### src/hdl/rclp_pkg.sv
package rclp_pkg;

  // Line and field limits
  localparam int LineLimit = 96;
  localparam int MaxFields = 6;
  localparam int LineCntW  = $clog2(LineLimit);
  localparam int FieldCntW = $clog2(MaxFields + 1);
  localparam int FieldIdxW = (MaxFields > 1) ? $clog2(MaxFields) : 1;

  // Front-to-back queue
  localparam int QDepth = 2;
  localparam int QPtrW  = (QDepth > 1) ? $clog2(QDepth) : 1;
  localparam int QCntW  = $clog2(QDepth + 1);

  // Characters of interest
  localparam logic [7:0] ChNul   = 8'h00;
  localparam logic [7:0] ChTab   = 8'h09;
  localparam logic [7:0] ChLf    = 8'h0A;
  localparam logic [7:0] ChVt    = 8'h0B;
  localparam logic [7:0] ChFf    = 8'h0C;
  localparam logic [7:0] ChCr    = 8'h0D;
  localparam logic [7:0] ChSpace = 8'h20;
  localparam logic [7:0] ChPlus  = 8'h2B;
  localparam logic [7:0] ChComma = 8'h2C;
  localparam logic [7:0] ChMinus = 8'h2D;
  localparam logic [7:0] ChZero  = 8'h30;
  localparam logic [7:0] ChNine  = 8'h39;

  // Magnitude cap of a token: 2^31
  localparam logic [31:0] MagCap = 32'h8000_0000;
  localparam logic [31:0] PosMax = 32'h7FFF_FFFF;

  typedef enum logic [2:0] {
    ClsTerm,
    ClsNul,
    ClsComma,
    ClsDigit,
    ClsMinus,
    ClsPlus,
    ClsSpace,
    ClsOther
  } cls_e;

  typedef enum logic [1:0] {
    PhIdle,
    PhLead,
    PhNum,
    PhDead
  } phase_e;

  typedef struct packed {
    cls_e       cls;
    logic [3:0] digit;
  } item_t;

  typedef struct packed {
    logic               presence;
    logic [2:0]         value_count;
    logic signed [31:0] value_a;
    logic signed [31:0] value_b;
    logic signed [31:0] value_c;
    logic signed [31:0] value_d;
    logic signed [31:0] value_e;
    logic signed [31:0] value_f;
  } result_t;

endpackage

### src/hdl/rclp_if.sv
interface rclp_byte_if;
  logic       valid;
  logic       ready;
  logic [7:0] rx_byte;

  modport source (output valid, output rx_byte, input ready);
  modport sink   (input valid, input rx_byte, output ready);
endinterface

interface rclp_result_if;
  logic               valid;
  logic               ready;
  logic               presence;
  logic [2:0]         value_count;
  logic signed [31:0] value_a;
  logic signed [31:0] value_b;
  logic signed [31:0] value_c;
  logic signed [31:0] value_d;
  logic signed [31:0] value_e;
  logic signed [31:0] value_f;

  modport source (output valid, output presence, output value_count,
                  output value_a, output value_b, output value_c,
                  output value_d, output value_e, output value_f,
                  input ready);
  modport sink   (input valid, input presence, input value_count,
                  input value_a, input value_b, input value_c,
                  input value_d, input value_e, input value_f,
                  output ready);
endinterface

### src/hdl/radar_csv_line_presence_parser_top.sv
// Channel   Dir  Handshake     Payload
// in_i      in   valid/ready   rx_byte[7:0]: one received character
// out_o     out  valid/ready   presence, value_count[2:0], value_a..value_f (s32)
//
// One byte per cycle sustained. A byte is classified in the front and held in
// a two-entry queue; the parser back end takes one queued byte a cycle. A
// line's CR or LF is registered in the queue, and its result then in the
// result register that drives out_o.
// A terminator waits at the head of the queue while the result register holds
// a result that has not been taken; bytes behind it collect in the queue, and
// in_i.ready drops once the queue is full. Reset clears the line state, queue
// and result valid at once; no clearing pass follows.
module radar_csv_line_presence_parser_top
  import rclp_pkg::*;
(
  input  logic clk_i,
  input  logic rst_ni,
  rclp_byte_if.sink     in_i,
  rclp_result_if.source out_o
);

  // Front: classify each byte request and push it into the queue.
  logic  q_push;
  logic  q_full;
  item_t push_item;

  // Back: pop classified bytes and run the line parser.
  logic  q_pop;
  logic  q_valid;
  item_t pop_item;

  rclp_front u_front (
    .in_i   (in_i),
    .full_i (q_full),
    .push_o (q_push),
    .item_o (push_item)
  );

  // Decouple the front from back-end stalls on a held result.
  rclp_queue u_queue (
    .clk_i   (clk_i),
    .rst_ni  (rst_ni),
    .push_i  (q_push),
    .item_i  (push_item),
    .full_o  (q_full),
    .pop_i   (q_pop),
    .valid_o (q_valid),
    .item_o  (pop_item)
  );

  rclp_back u_back (
    .clk_i   (clk_i),
    .rst_ni  (rst_ni),
    .valid_i (q_valid),
    .item_i  (pop_item),
    .pop_o   (q_pop),
    .out_o   (out_o)
  );

  // A result always carries between one and the maximum number of values.
  a_count_range: assert property (@(posedge clk_i) disable iff (!rst_ni)
    out_o.valid |-> (out_o.value_count != 3'd0 &&
                     out_o.value_count <= 3'(MaxFields)))
    else $error("value_count out of range");

  // Presence flags exactly the results that hold a positive value.
  a_presence: assert property (@(posedge clk_i) disable iff (!rst_ni)
    out_o.valid |-> (out_o.presence ==
      (out_o.value_a > 0 || out_o.value_b > 0 || out_o.value_c > 0 ||
       out_o.value_d > 0 || out_o.value_e > 0 || out_o.value_f > 0)))
    else $error("presence does not match values");

  // The last slot, value_f, reads as zero when the count is below six.
  a_unused_slot: assert property (@(posedge clk_i) disable iff (!rst_ni)
    (out_o.valid && out_o.value_count < 3'd6) |-> out_o.value_f == 0)
    else $error("unused value slot not zero");

endmodule

### src/hdl/rclp_front.sv
module rclp_front
  import rclp_pkg::*;
(
  rclp_byte_if.sink in_i,
  input  logic  full_i,
  output logic  push_o,
  output item_t item_o
);

  function automatic item_t classify(input logic [7:0] c);
    item_t it;
    it.digit = c[3:0];
    if (c == ChCr || c == ChLf) begin
      it.cls = ClsTerm;
    end else if (c == ChNul) begin
      it.cls = ClsNul;
    end else if (c == ChComma) begin
      it.cls = ClsComma;
    end else if (c inside {[ChZero:ChNine]}) begin
      it.cls = ClsDigit;
    end else if (c == ChMinus) begin
      it.cls = ClsMinus;
    end else if (c == ChPlus) begin
      it.cls = ClsPlus;
    end else if (c inside {ChSpace, ChTab, ChVt, ChFf}) begin
      it.cls = ClsSpace;
    end else begin
      it.cls = ClsOther;
    end
    return it;
  endfunction

  assign in_i.ready = !full_i;
  assign push_o     = in_i.valid && !full_i;
  assign item_o     = classify(in_i.rx_byte);

endmodule

### src/hdl/rclp_queue.sv
module rclp_queue
  import rclp_pkg::*;
(
  input  logic  clk_i,
  input  logic  rst_ni,
  input  logic  push_i,
  input  item_t item_i,
  output logic  full_o,
  input  logic  pop_i,
  output logic  valid_o,
  output item_t item_o
);

  item_t            mem_q [QDepth];
  logic [QPtrW-1:0] wr_ptr_q, wr_ptr_d;
  logic [QPtrW-1:0] rd_ptr_q, rd_ptr_d;
  logic [QCntW-1:0] cnt_q, cnt_d;

  assign full_o  = (cnt_q == QCntW'(QDepth));
  assign valid_o = (cnt_q != '0);
  assign item_o  = mem_q[rd_ptr_q];

  always_comb begin
    wr_ptr_d = wr_ptr_q;
    rd_ptr_d = rd_ptr_q;
    cnt_d    = cnt_q;
    if (push_i) begin
      wr_ptr_d = (wr_ptr_q == QPtrW'(QDepth - 1)) ? '0 : wr_ptr_q + 1'b1;
    end
    if (pop_i) begin
      rd_ptr_d = (rd_ptr_q == QPtrW'(QDepth - 1)) ? '0 : rd_ptr_q + 1'b1;
    end
    if (push_i && !pop_i) begin
      cnt_d = cnt_q + 1'b1;
    end else if (pop_i && !push_i) begin
      cnt_d = cnt_q - 1'b1;
    end
  end

  always_ff @(posedge clk_i or negedge rst_ni) begin
    if (!rst_ni) begin
      wr_ptr_q <= '0;
      rd_ptr_q <= '0;
      cnt_q    <= '0;
    end else begin
      wr_ptr_q <= wr_ptr_d;
      rd_ptr_q <= rd_ptr_d;
      cnt_q    <= cnt_d;
    end
  end

  always_ff @(posedge clk_i) begin
    if (push_i) begin
      mem_q[wr_ptr_q] <= item_i;
    end
  end

endmodule

### src/hdl/rclp_back.sv
module rclp_back
  import rclp_pkg::*;
(
  input  logic  clk_i,
  input  logic  rst_ni,
  input  logic  valid_i,
  input  item_t item_i,
  output logic  pop_o,
  rclp_result_if.source out_o
);

  logic [LineCntW-1:0]  line_cnt_q, line_cnt_d;
  phase_e               phase_q, phase_d;
  logic                 first_q, first_d;
  logic                 hidden_q, hidden_d;
  logic                 minus_q, minus_d;
  logic [31:0]          acc_q, acc_d;
  logic [FieldCntW-1:0] nfld_q, nfld_d;
  logic [31:0]          fld_q [MaxFields];

  logic                 out_valid_q, out_valid_d;
  result_t              res_q, res_d;

  logic                 wr_en;
  logic [FieldIdxW-1:0] wr_idx;
  logic [31:0]          wr_val;
  logic                 emit;
  logic [35:0]          prod;
  logic [31:0]          slot [MaxFields];
  logic [31:0]          slot6 [6];
  logic                 pres;

  // Hold a terminator back while the result register is occupied.
  assign pop_o = valid_i &&
                 (item_i.cls != ClsTerm || !out_valid_q || out_o.ready);

  // Next magnitude: acc * 10 + digit, capped at 2^31
  assign prod = {1'b0, acc_q, 3'b000} + {3'b000, acc_q, 1'b0} + {32'd0, item_i.digit};

  // Gather stored values for the result
  always_comb begin
    pres = 1'b0;
    for (int i = 0; i < MaxFields; i++) begin
      slot[i] = (FieldCntW'(i) < nfld_q) ? fld_q[i] : 32'd0;
      if (slot[i] != 32'd0 && !slot[i][31]) begin
        pres = 1'b1;
      end
    end
    for (int i = 0; i < 6; i++) begin
      slot6[i] = (i < MaxFields) ? slot[(i < MaxFields) ? i : 0] : 32'd0;
    end
  end

  always_comb begin
    phase_e ph;
    logic   go;
    logic   skip;
    line_cnt_d  = line_cnt_q;
    phase_d     = phase_q;
    first_d     = first_q;
    hidden_d    = hidden_q;
    minus_d     = minus_q;
    acc_d       = acc_q;
    nfld_d      = nfld_q;
    wr_en       = 1'b0;
    emit        = 1'b0;
    ph          = phase_q;
    go          = 1'b1;
    skip        = 1'b0;
    out_valid_d = out_valid_q && !out_o.ready;
    res_d       = res_q;

    if (pop_o) begin
      if (item_i.cls == ClsTerm) begin
        if (line_cnt_q != '0) begin
          emit       = (nfld_q != '0);
          line_cnt_d = '0;
          phase_d    = PhIdle;
          first_d    = 1'b0;
          hidden_d   = 1'b0;
          minus_d    = 1'b0;
          acc_d      = '0;
          nfld_d     = '0;
        end
      end else if (line_cnt_q < LineCntW'(LineLimit - 1)) begin
        line_cnt_d = line_cnt_q + 1'b1;
        if (!hidden_q) begin
          case (item_i.cls)
            ClsNul: begin
              hidden_d = 1'b1;
            end
            ClsComma: begin
              phase_d = PhIdle;
              minus_d = 1'b0;
              acc_d   = '0;
            end
            default: begin
              if (ph == PhIdle) begin
                if (!first_q) begin
                  first_d = 1'b1;
                  skip = !(item_i.cls inside {ClsDigit, ClsMinus, ClsPlus});
                end
                if (nfld_q >= FieldCntW'(MaxFields)) begin
                  skip = 1'b1;
                end
                if (skip) begin
                  ph = PhDead;
                  go = 1'b0;
                end else begin
                  nfld_d  = nfld_q + 1'b1;
                  acc_d   = '0;
                  minus_d = 1'b0;
                  ph      = PhLead;
                  wr_en   = 1'b1;
                end
              end
              if (go && ph == PhLead) begin
                if (item_i.cls == ClsSpace) begin
                  go = 1'b0;
                end else if (item_i.cls inside {ClsMinus, ClsPlus}) begin
                  minus_d = (item_i.cls == ClsMinus);
                  ph      = PhNum;
                  wr_en   = 1'b1;
                  go      = 1'b0;
                end else begin
                  ph = PhNum;
                end
              end
              if (go && ph == PhNum) begin
                if (item_i.cls == ClsDigit) begin
                  acc_d = (prod > {4'd0, MagCap}) ? MagCap : prod[31:0];
                  wr_en = 1'b1;
                end else begin
                  ph = PhDead;
                end
              end
              phase_d = ph;
            end
          endcase
        end
      end else begin
        // Drop the byte and clear the overlong line.
        line_cnt_d = '0;
        phase_d    = PhIdle;
        first_d    = 1'b0;
        hidden_d   = 1'b0;
        minus_d    = 1'b0;
        acc_d      = '0;
        nfld_d     = '0;
      end
    end

    if (emit) begin
      out_valid_d       = 1'b1;
      res_d.presence    = pres;
      res_d.value_count = nfld_q[2:0];
      res_d.value_a     = slot6[0];
      res_d.value_b     = slot6[1];
      res_d.value_c     = slot6[2];
      res_d.value_d     = slot6[3];
      res_d.value_e     = slot6[4];
      res_d.value_f     = slot6[5];
    end
  end

  assign wr_idx = FieldIdxW'(nfld_d - 1'b1);
  assign wr_val = minus_d ? (32'd0 - acc_d) : (acc_d[31] ? PosMax : acc_d);

  always_ff @(posedge clk_i or negedge rst_ni) begin
    if (!rst_ni) begin
      line_cnt_q  <= '0;
      phase_q     <= PhIdle;
      first_q     <= 1'b0;
      hidden_q    <= 1'b0;
      minus_q     <= 1'b0;
      acc_q       <= '0;
      nfld_q      <= '0;
      out_valid_q <= 1'b0;
    end else begin
      line_cnt_q  <= line_cnt_d;
      phase_q     <= phase_d;
      first_q     <= first_d;
      hidden_q    <= hidden_d;
      minus_q     <= minus_d;
      acc_q       <= acc_d;
      nfld_q      <= nfld_d;
      out_valid_q <= out_valid_d;
    end
  end

  always_ff @(posedge clk_i) begin
    res_q <= res_d;
    if (wr_en) begin
      fld_q[wr_idx] <= wr_val;
    end
  end

  assign out_o.valid       = out_valid_q;
  assign out_o.presence    = res_q.presence;
  assign out_o.value_count = res_q.value_count;
  assign out_o.value_a     = res_q.value_a;
  assign out_o.value_b     = res_q.value_b;
  assign out_o.value_c     = res_q.value_c;
  assign out_o.value_d     = res_q.value_d;
  assign out_o.value_e     = res_q.value_e;
  assign out_o.value_f     = res_q.value_f;

endmodule

### src/flat_wrapper.sv
// flat-port wrapper written by rule: the top's interface ports become plain ports
module radar_csv_line_presence_parser_top_flat import rclp_pkg::*;
  (clk_i, rst_ni, in_i_valid, in_i_rx_byte, in_i_ready, out_o_valid, out_o_presence, out_o_value_count, out_o_value_a, out_o_value_b, out_o_value_c, out_o_value_d, out_o_value_e, out_o_value_f, out_o_ready);
  rclp_byte_if in_i_i ();
  rclp_result_if out_o_i ();
  input  logic clk_i;
  input  logic rst_ni;
  input wire logic [$bits(in_i_i.valid)-1:0] in_i_valid;
  input wire logic [$bits(in_i_i.rx_byte)-1:0] in_i_rx_byte;
  output wire logic [$bits(in_i_i.ready)-1:0] in_i_ready;
  output wire logic [$bits(out_o_i.valid)-1:0] out_o_valid;
  output wire logic [$bits(out_o_i.presence)-1:0] out_o_presence;
  output wire logic [$bits(out_o_i.value_count)-1:0] out_o_value_count;
  output wire logic [$bits(out_o_i.value_a)-1:0] out_o_value_a;
  output wire logic [$bits(out_o_i.value_b)-1:0] out_o_value_b;
  output wire logic [$bits(out_o_i.value_c)-1:0] out_o_value_c;
  output wire logic [$bits(out_o_i.value_d)-1:0] out_o_value_d;
  output wire logic [$bits(out_o_i.value_e)-1:0] out_o_value_e;
  output wire logic [$bits(out_o_i.value_f)-1:0] out_o_value_f;
  input wire logic [$bits(out_o_i.ready)-1:0] out_o_ready;
  assign in_i_i.valid = in_i_valid;
  assign in_i_i.rx_byte = in_i_rx_byte;
  assign in_i_ready = in_i_i.ready;
  assign out_o_valid = out_o_i.valid;
  assign out_o_presence = out_o_i.presence;
  assign out_o_value_count = out_o_i.value_count;
  assign out_o_value_a = out_o_i.value_a;
  assign out_o_value_b = out_o_i.value_b;
  assign out_o_value_c = out_o_i.value_c;
  assign out_o_value_d = out_o_i.value_d;
  assign out_o_value_e = out_o_i.value_e;
  assign out_o_value_f = out_o_i.value_f;
  assign out_o_i.ready = out_o_ready;
  radar_csv_line_presence_parser_top u_core (.clk_i(clk_i), .rst_ni(rst_ni), .in_i(in_i_i), .out_o(out_o_i));
endmodule
### config.mk
export PLATFORM = sky130hd
export DESIGN_NAME = radar_csv_line_presence_parser_top_flat
export DESIGN_NICKNAME = d
export VERILOG_FILES = /design/src/hdl/rclp_pkg.sv /design/src/hdl/rclp_if.sv /design/src/hdl/radar_csv_line_presence_parser_top.sv /design/src/hdl/rclp_front.sv /design/src/hdl/rclp_queue.sv /design/src/hdl/rclp_back.sv /design/src/flat_wrapper.sv
export SDC_FILE = /design/constraint.sdc
export NUM_CORES = 1
export LEC_CHECK = 0
export BUFFER_PORTS_ARGS = -buffer_cell sky130_fd_sc_hd__buf_2
export CORE_ASPECT_RATIO = 1.4
export CORE_UTILIZATION = 25
export DETAILED_ROUTE_END_ITERATION = 7
export SYNTH_ARGS = -nofsm -noshare
export SYNTH_HDL_FRONTEND = slang
export SYNTH_HIERARCHICAL = 1
export SYNTH_SLANG_ARGS = --single-unit
### constraint.sdc
create_clock -name clk_i -period 13.1 [get_ports clk_i]
set_input_delay 2.62 -clock clk_i [delete_from_list [all_inputs] [get_ports clk_i]]
set_output_delay 2.62 -clock clk_i [all_outputs]
set_load 0.01 [all_outputs]
==> impl_metrics.env <==
export IMPL_status="completed"
export IMPL_groute_usage_overall_pct=15.3
export IMPL_timing_reg2reg_setup_slack_ns=6.27
export IMPL_synthArstFlopShare_pct=11.5
export IMPL_final_setup_skew_ns=0.0256
export IMPL_final_hold_violation_count=0
export IMPL_max_cap_violations=0
export IMPL_routabilityCongestion=0.915
export IMPL_type_of_the_setup_path_with_the_least_slack="reg -> reg"
export IMPL_layout_area_overhead_vs_synth_pct=16.5
export IMPL_p_total_mw=3.96
export IMPL_slew_limit_headroom_pct=4.85
export IMPL_globalRouteMet1Util_pct=16.4
export IMPL_crit_path_cell_trace="mux2_2 -> inv_1 -> fa_1 -> fa_1 -> nand2b_1 -> a21oi_1 -> nor2_1 -> o41ai_1 -> xnor2_1 -> nand4_1 -> nor4b_1 -> a41o_1 -> nand2_1 -> o21ai_2 -> nor4_1 -> nor3_1"
export IMPL_part_of_the_yosys_area_used_for_sequential_elements_pct=63.0
export IMPL_largest_stage_delay_on_the_critical_path_ns=1.14
export IMPL_grt_first_pass_wirelength_mm=97.3
export IMPL_num_rows=126
export IMPL_drcViolationCount=0
export IMPL_timing_critical_path_fanout_max=12
export IMPL_mean_routed_wirelength_per_cell_um=23.0
export IMPL_ctsResizeCount=0
export IMPL_htreeDepth=2
export IMPL_ys_ff_latch=454
export IMPL_worstSkewPairLatency_ns=0.57
export IMPL_slowest_stage="nor3_1"
export IMPL_worstRegToRegCells=16
export IMPL_core_mm2=0.0842
export IMPL_post_cts_repair_setup_buffers=0
export IMPL_synth_top_cells_by_area="edfxtp_1 (57%), dfrtp_1 (6.1%), ha_1 (4.1%)"
export IMPL_syn_area_mm2=0.0212
export IMPL_final_fill_count=8580
export IMPL_post_route_cells_drive_above_1_share_pct=19.2
export IMPL_ctsRootBufferMaster="clkbuf_16"
export IMPL_post_synth_top_count_cell="edfxtp_1"
export IMPL_required_time_worst_endpoint_ns=13.26
export IMPL_fp_dieW_um=248
export IMPL_tritoncts="built"
export IMPL_synth_edff_count=402
export IMPL_clock_input_transition_at_the_sequential_cells_of_the_worst_setup_and_hold_paths_ns=0.06
export IMPL_ys_dominant_reg_cell="edfxtp_1"
export IMPL_synthDistinctLibCells=100
export IMPL_drt_initial_drc_count=1030
export IMPL_grt_use_met2_pct=28.8
export IMPL_initial_core_util_pct=25.2
export IMPL_cts_inserted_buffers=40
export IMPL_post_synth_top_area_cell="edfxtp_1"
export IMPL_die_height_um=347
export IMPL_num_antenna_cells=0
export IMPL_clock_tree_buffer_depth=3
export IMPL_dp_final_hpwl_mm=52.7
export IMPL_dieArea_mm2=0.0861
export IMPL_via_per_inst=4.99
export IMPL_synth_warnings=6
export IMPL_final_period_minus_worst_setup_slack_ns=6.83
export IMPL_finish_net_count=1937
export IMPL_post_synth_inst_count=1654
export IMPL_boundary_pin_count=210
export IMPL_critical_path_top_cell_by_count="fa_1"
export IMPL_final_period_utilization_pct=52.1
export IMPL_synth_avg_cell_area_um2=12.8
export IMPL_route_vias_total=14800
export IMPL_tightestPinTransition_ns=1.42
export IMPL_mappedNetlistNets=1738
export IMPL_worst_setup_path_end_kind="flip-flop"
export IMPL_vdd_ir_drop_max_mv=0.0892
export IMPL_hold_path_depth=1
export IMPL_holdBufCountCts=0
export IMPL_fmaxAchievable_ghz=0.146
export IMPL_grt_pass1_vias=14600
export IMPL_arrival_ns=6.99
export IMPL_ant_nets=0
export IMPL_critPathLaunch="u_core/u_queue/rd_ptr_q"
export IMPL_cts_num_sinks=454
export IMPL_portBuffers=209
export IMPL_setup_repair_after_global_routing_missed_its_margin="no"
export IMPL_yosys_top_cells_count="edfxtp_1 (402), nor2b_1 (108), nand2_1 (86)"
export IMPL_r2r_start="u_core/u_queue/rd_ptr_q"
export IMPL_report_final_setup_viol=0
export IMPL_start_kind="flip-flop"
export IMPL_wl_mm=68.2
export IMPL_critical_path_endpoint="u_core/u_back/fld_q[3][15]"
export IMPL_fraction_of_synthesized_cell_area_taken_by_the_top_area_cell_type_pct=56.8
export IMPL_grt_start_max_net_pins=173
export IMPL_power_per_cell_area_mw_per_mm2=160
export IMPL_grt_busiest_layer="met2"
export IMPL_capture_point_of_the_worst_reg_to_reg_path="u_core/u_back/fld_q[3][15]"
export IMPL_drtPass1Iterations=5
export IMPL_met3_usage_pct=1.30
export IMPL_type_of_the_most_critical_hold_path="reg -> reg"
export IMPL_grt_overflow_total=0
export IMPL_maxSlewViolCount=0
export IMPL_final_setup_tns_ns=0
export IMPL_antenna_found_initial=1
export IMPL_p_leak_nw=9.81
## area by class of cell
class / count / area (µm²) / area share [%]
inverter: 45 / 169 / 0.682
clock inverter: 23 / 203 / 0.819
tap: 1088 / 1360 / 5.50
clock buffer: 48 / 1040 / 4.21
timing repair buffer: 231 / 1220 / 4.94
multi-input combinational: 1081 / 7380 / 29.8
sequential: 454 / 13400 / 54.0
## cells in the final DEF, fill, tap and decap left out, drive strengths merged, types with 8 or more instances in the layout
cell type / Yosys / final
a21oi: 76 / 76
inv: 45 / 50
a22oi: 8 / 8
a211oi: 10 / 10
xor2: 15 / 15
or3: 14 / 14
o211ai: 16 / 16
ha: 70 / 70
a22o: 8 / 8
and3: 42 / 42
nor4: 60 / 60
xnor2: 12 / 12
nand2: 86 / 86
a31oi: 11 / 11
nor2b: 108 / 108
clkbuf: 35 / 48
nand3: 25 / 25
a21o: 18 / 18
nor2: 85 / 85
clkinv: 0 / 14
o31ai: 11 / 11
o21a: 13 / 13
o21ai: 96 / 96
dfrtp: 52 / 52
edfxtp: 402 / 402
nand2b: 10 / 10
o31a: 11 / 11
nand4: 42 / 42
o21bai: 9 / 9
buf: 39 / 231
mux2: 8 / 8
nor3: 34 / 34
and2: 75 / 75
## layer usage
layer	routed length, µm	vias up
met5	0	-
met4	4180	0
li1	-	6749
met3	2590	129
met2	36500	566
met1	25000	7378
## sequential cells by signal, indices dropped and copies added (netlist names), 2 cells and up
name,count
u_core/u_back/out_o.value_f,32
u_core/u_queue/mem_q,14
u_core/u_back/acc_q,32
u_core/u_back/out_o.value_a,32
u_core/u_back/phase_q,2
u_core/u_back/out_o.value_count,3
u_core/u_back/out_o.value_d,32
u_core/u_back/out_o.value_b,32
u_core/u_back/out_o.value_e,32
u_core/u_back/nfld_q,3
u_core/u_back/line_cnt_q,7
u_core/u_back/fld_q,192
u_core/u_queue/cnt_q,2
u_core/u_back/out_o.value_c,32
## power breakdown
part	internal [mW]	leakage [nW]	switching, mW	total [mW]
sequential	1.76	4.73	0.0528	1.81
clock	0.615	0.599	0.531	1.15
combinational	0.277	4.48	0.732	1.01
total	2.65	9.81	1.32	3.96
## kinds of logic after synthesis
family                   synth area share, %
AND/OR/NAND/NOR                         16.5
flip-flops                              63.0
AO/OA/AOI/OAI                           11.9
buffers and inverters                   2.57
adder cells (fa/ha/maj)                 4.31
XOR/XNOR                                1.11
multiplexers                           0.707
## worst max-delay path, delay by kind of cell, from the launching register on
family | cells | cell delay, ns
compound gates | 4 | 1.74
xor+xnor | 1 | 0.33
fa+ha+maj | 2 | 0.91
buf+inv | 1 | 0.08
flops | 1 | 0.52
mux | 1 | 0.37
simple gates | 7 | 2.45
## worst min-delay path by stage
stage,startpoint,end,slack [ns]
finish,u_core/u_queue/wr_ptr_q,u_core/u_queue/wr_ptr_q,0.50
global route,u_core/u_queue/wr_ptr_q,u_core/u_queue/wr_ptr_q,0.53
CTS,u_core/u_queue/wr_ptr_q,u_core/u_queue/wr_ptr_q,0.50
detailed placement,u_core/u_queue/wr_ptr_q,u_core/u_queue/wr_ptr_q,0.48
global placement,u_core/u_queue/cnt_q[1],u_core/u_queue/cnt_q[1],0.47
floorplan,u_core/u_queue/cnt_q[1],u_core/u_queue/cnt_q[1],0.45
## stage by stage
step | utilization, % | cell area, µm² | instances | setup WS (ns) | hold slack, ns
after global routing | 29.4 | 24800 | 2970 | 6.03 | 0.528
final | 29.4 | 24800 | 2970 | 6.27 | 0.497
after detailed placement | 27.9 | 23500 | 2899 | 5.82 | 0.482
after global placement | 27.9 | 23500 | 2898 | 5.73 | 0.469
after floorplan | - | 21200 | 1654 | 1.33 | 0.449
after CTS | 29.4 | 24800 | 2970 | 6.37 | 0.495
(Power assumes the default switching activity.)
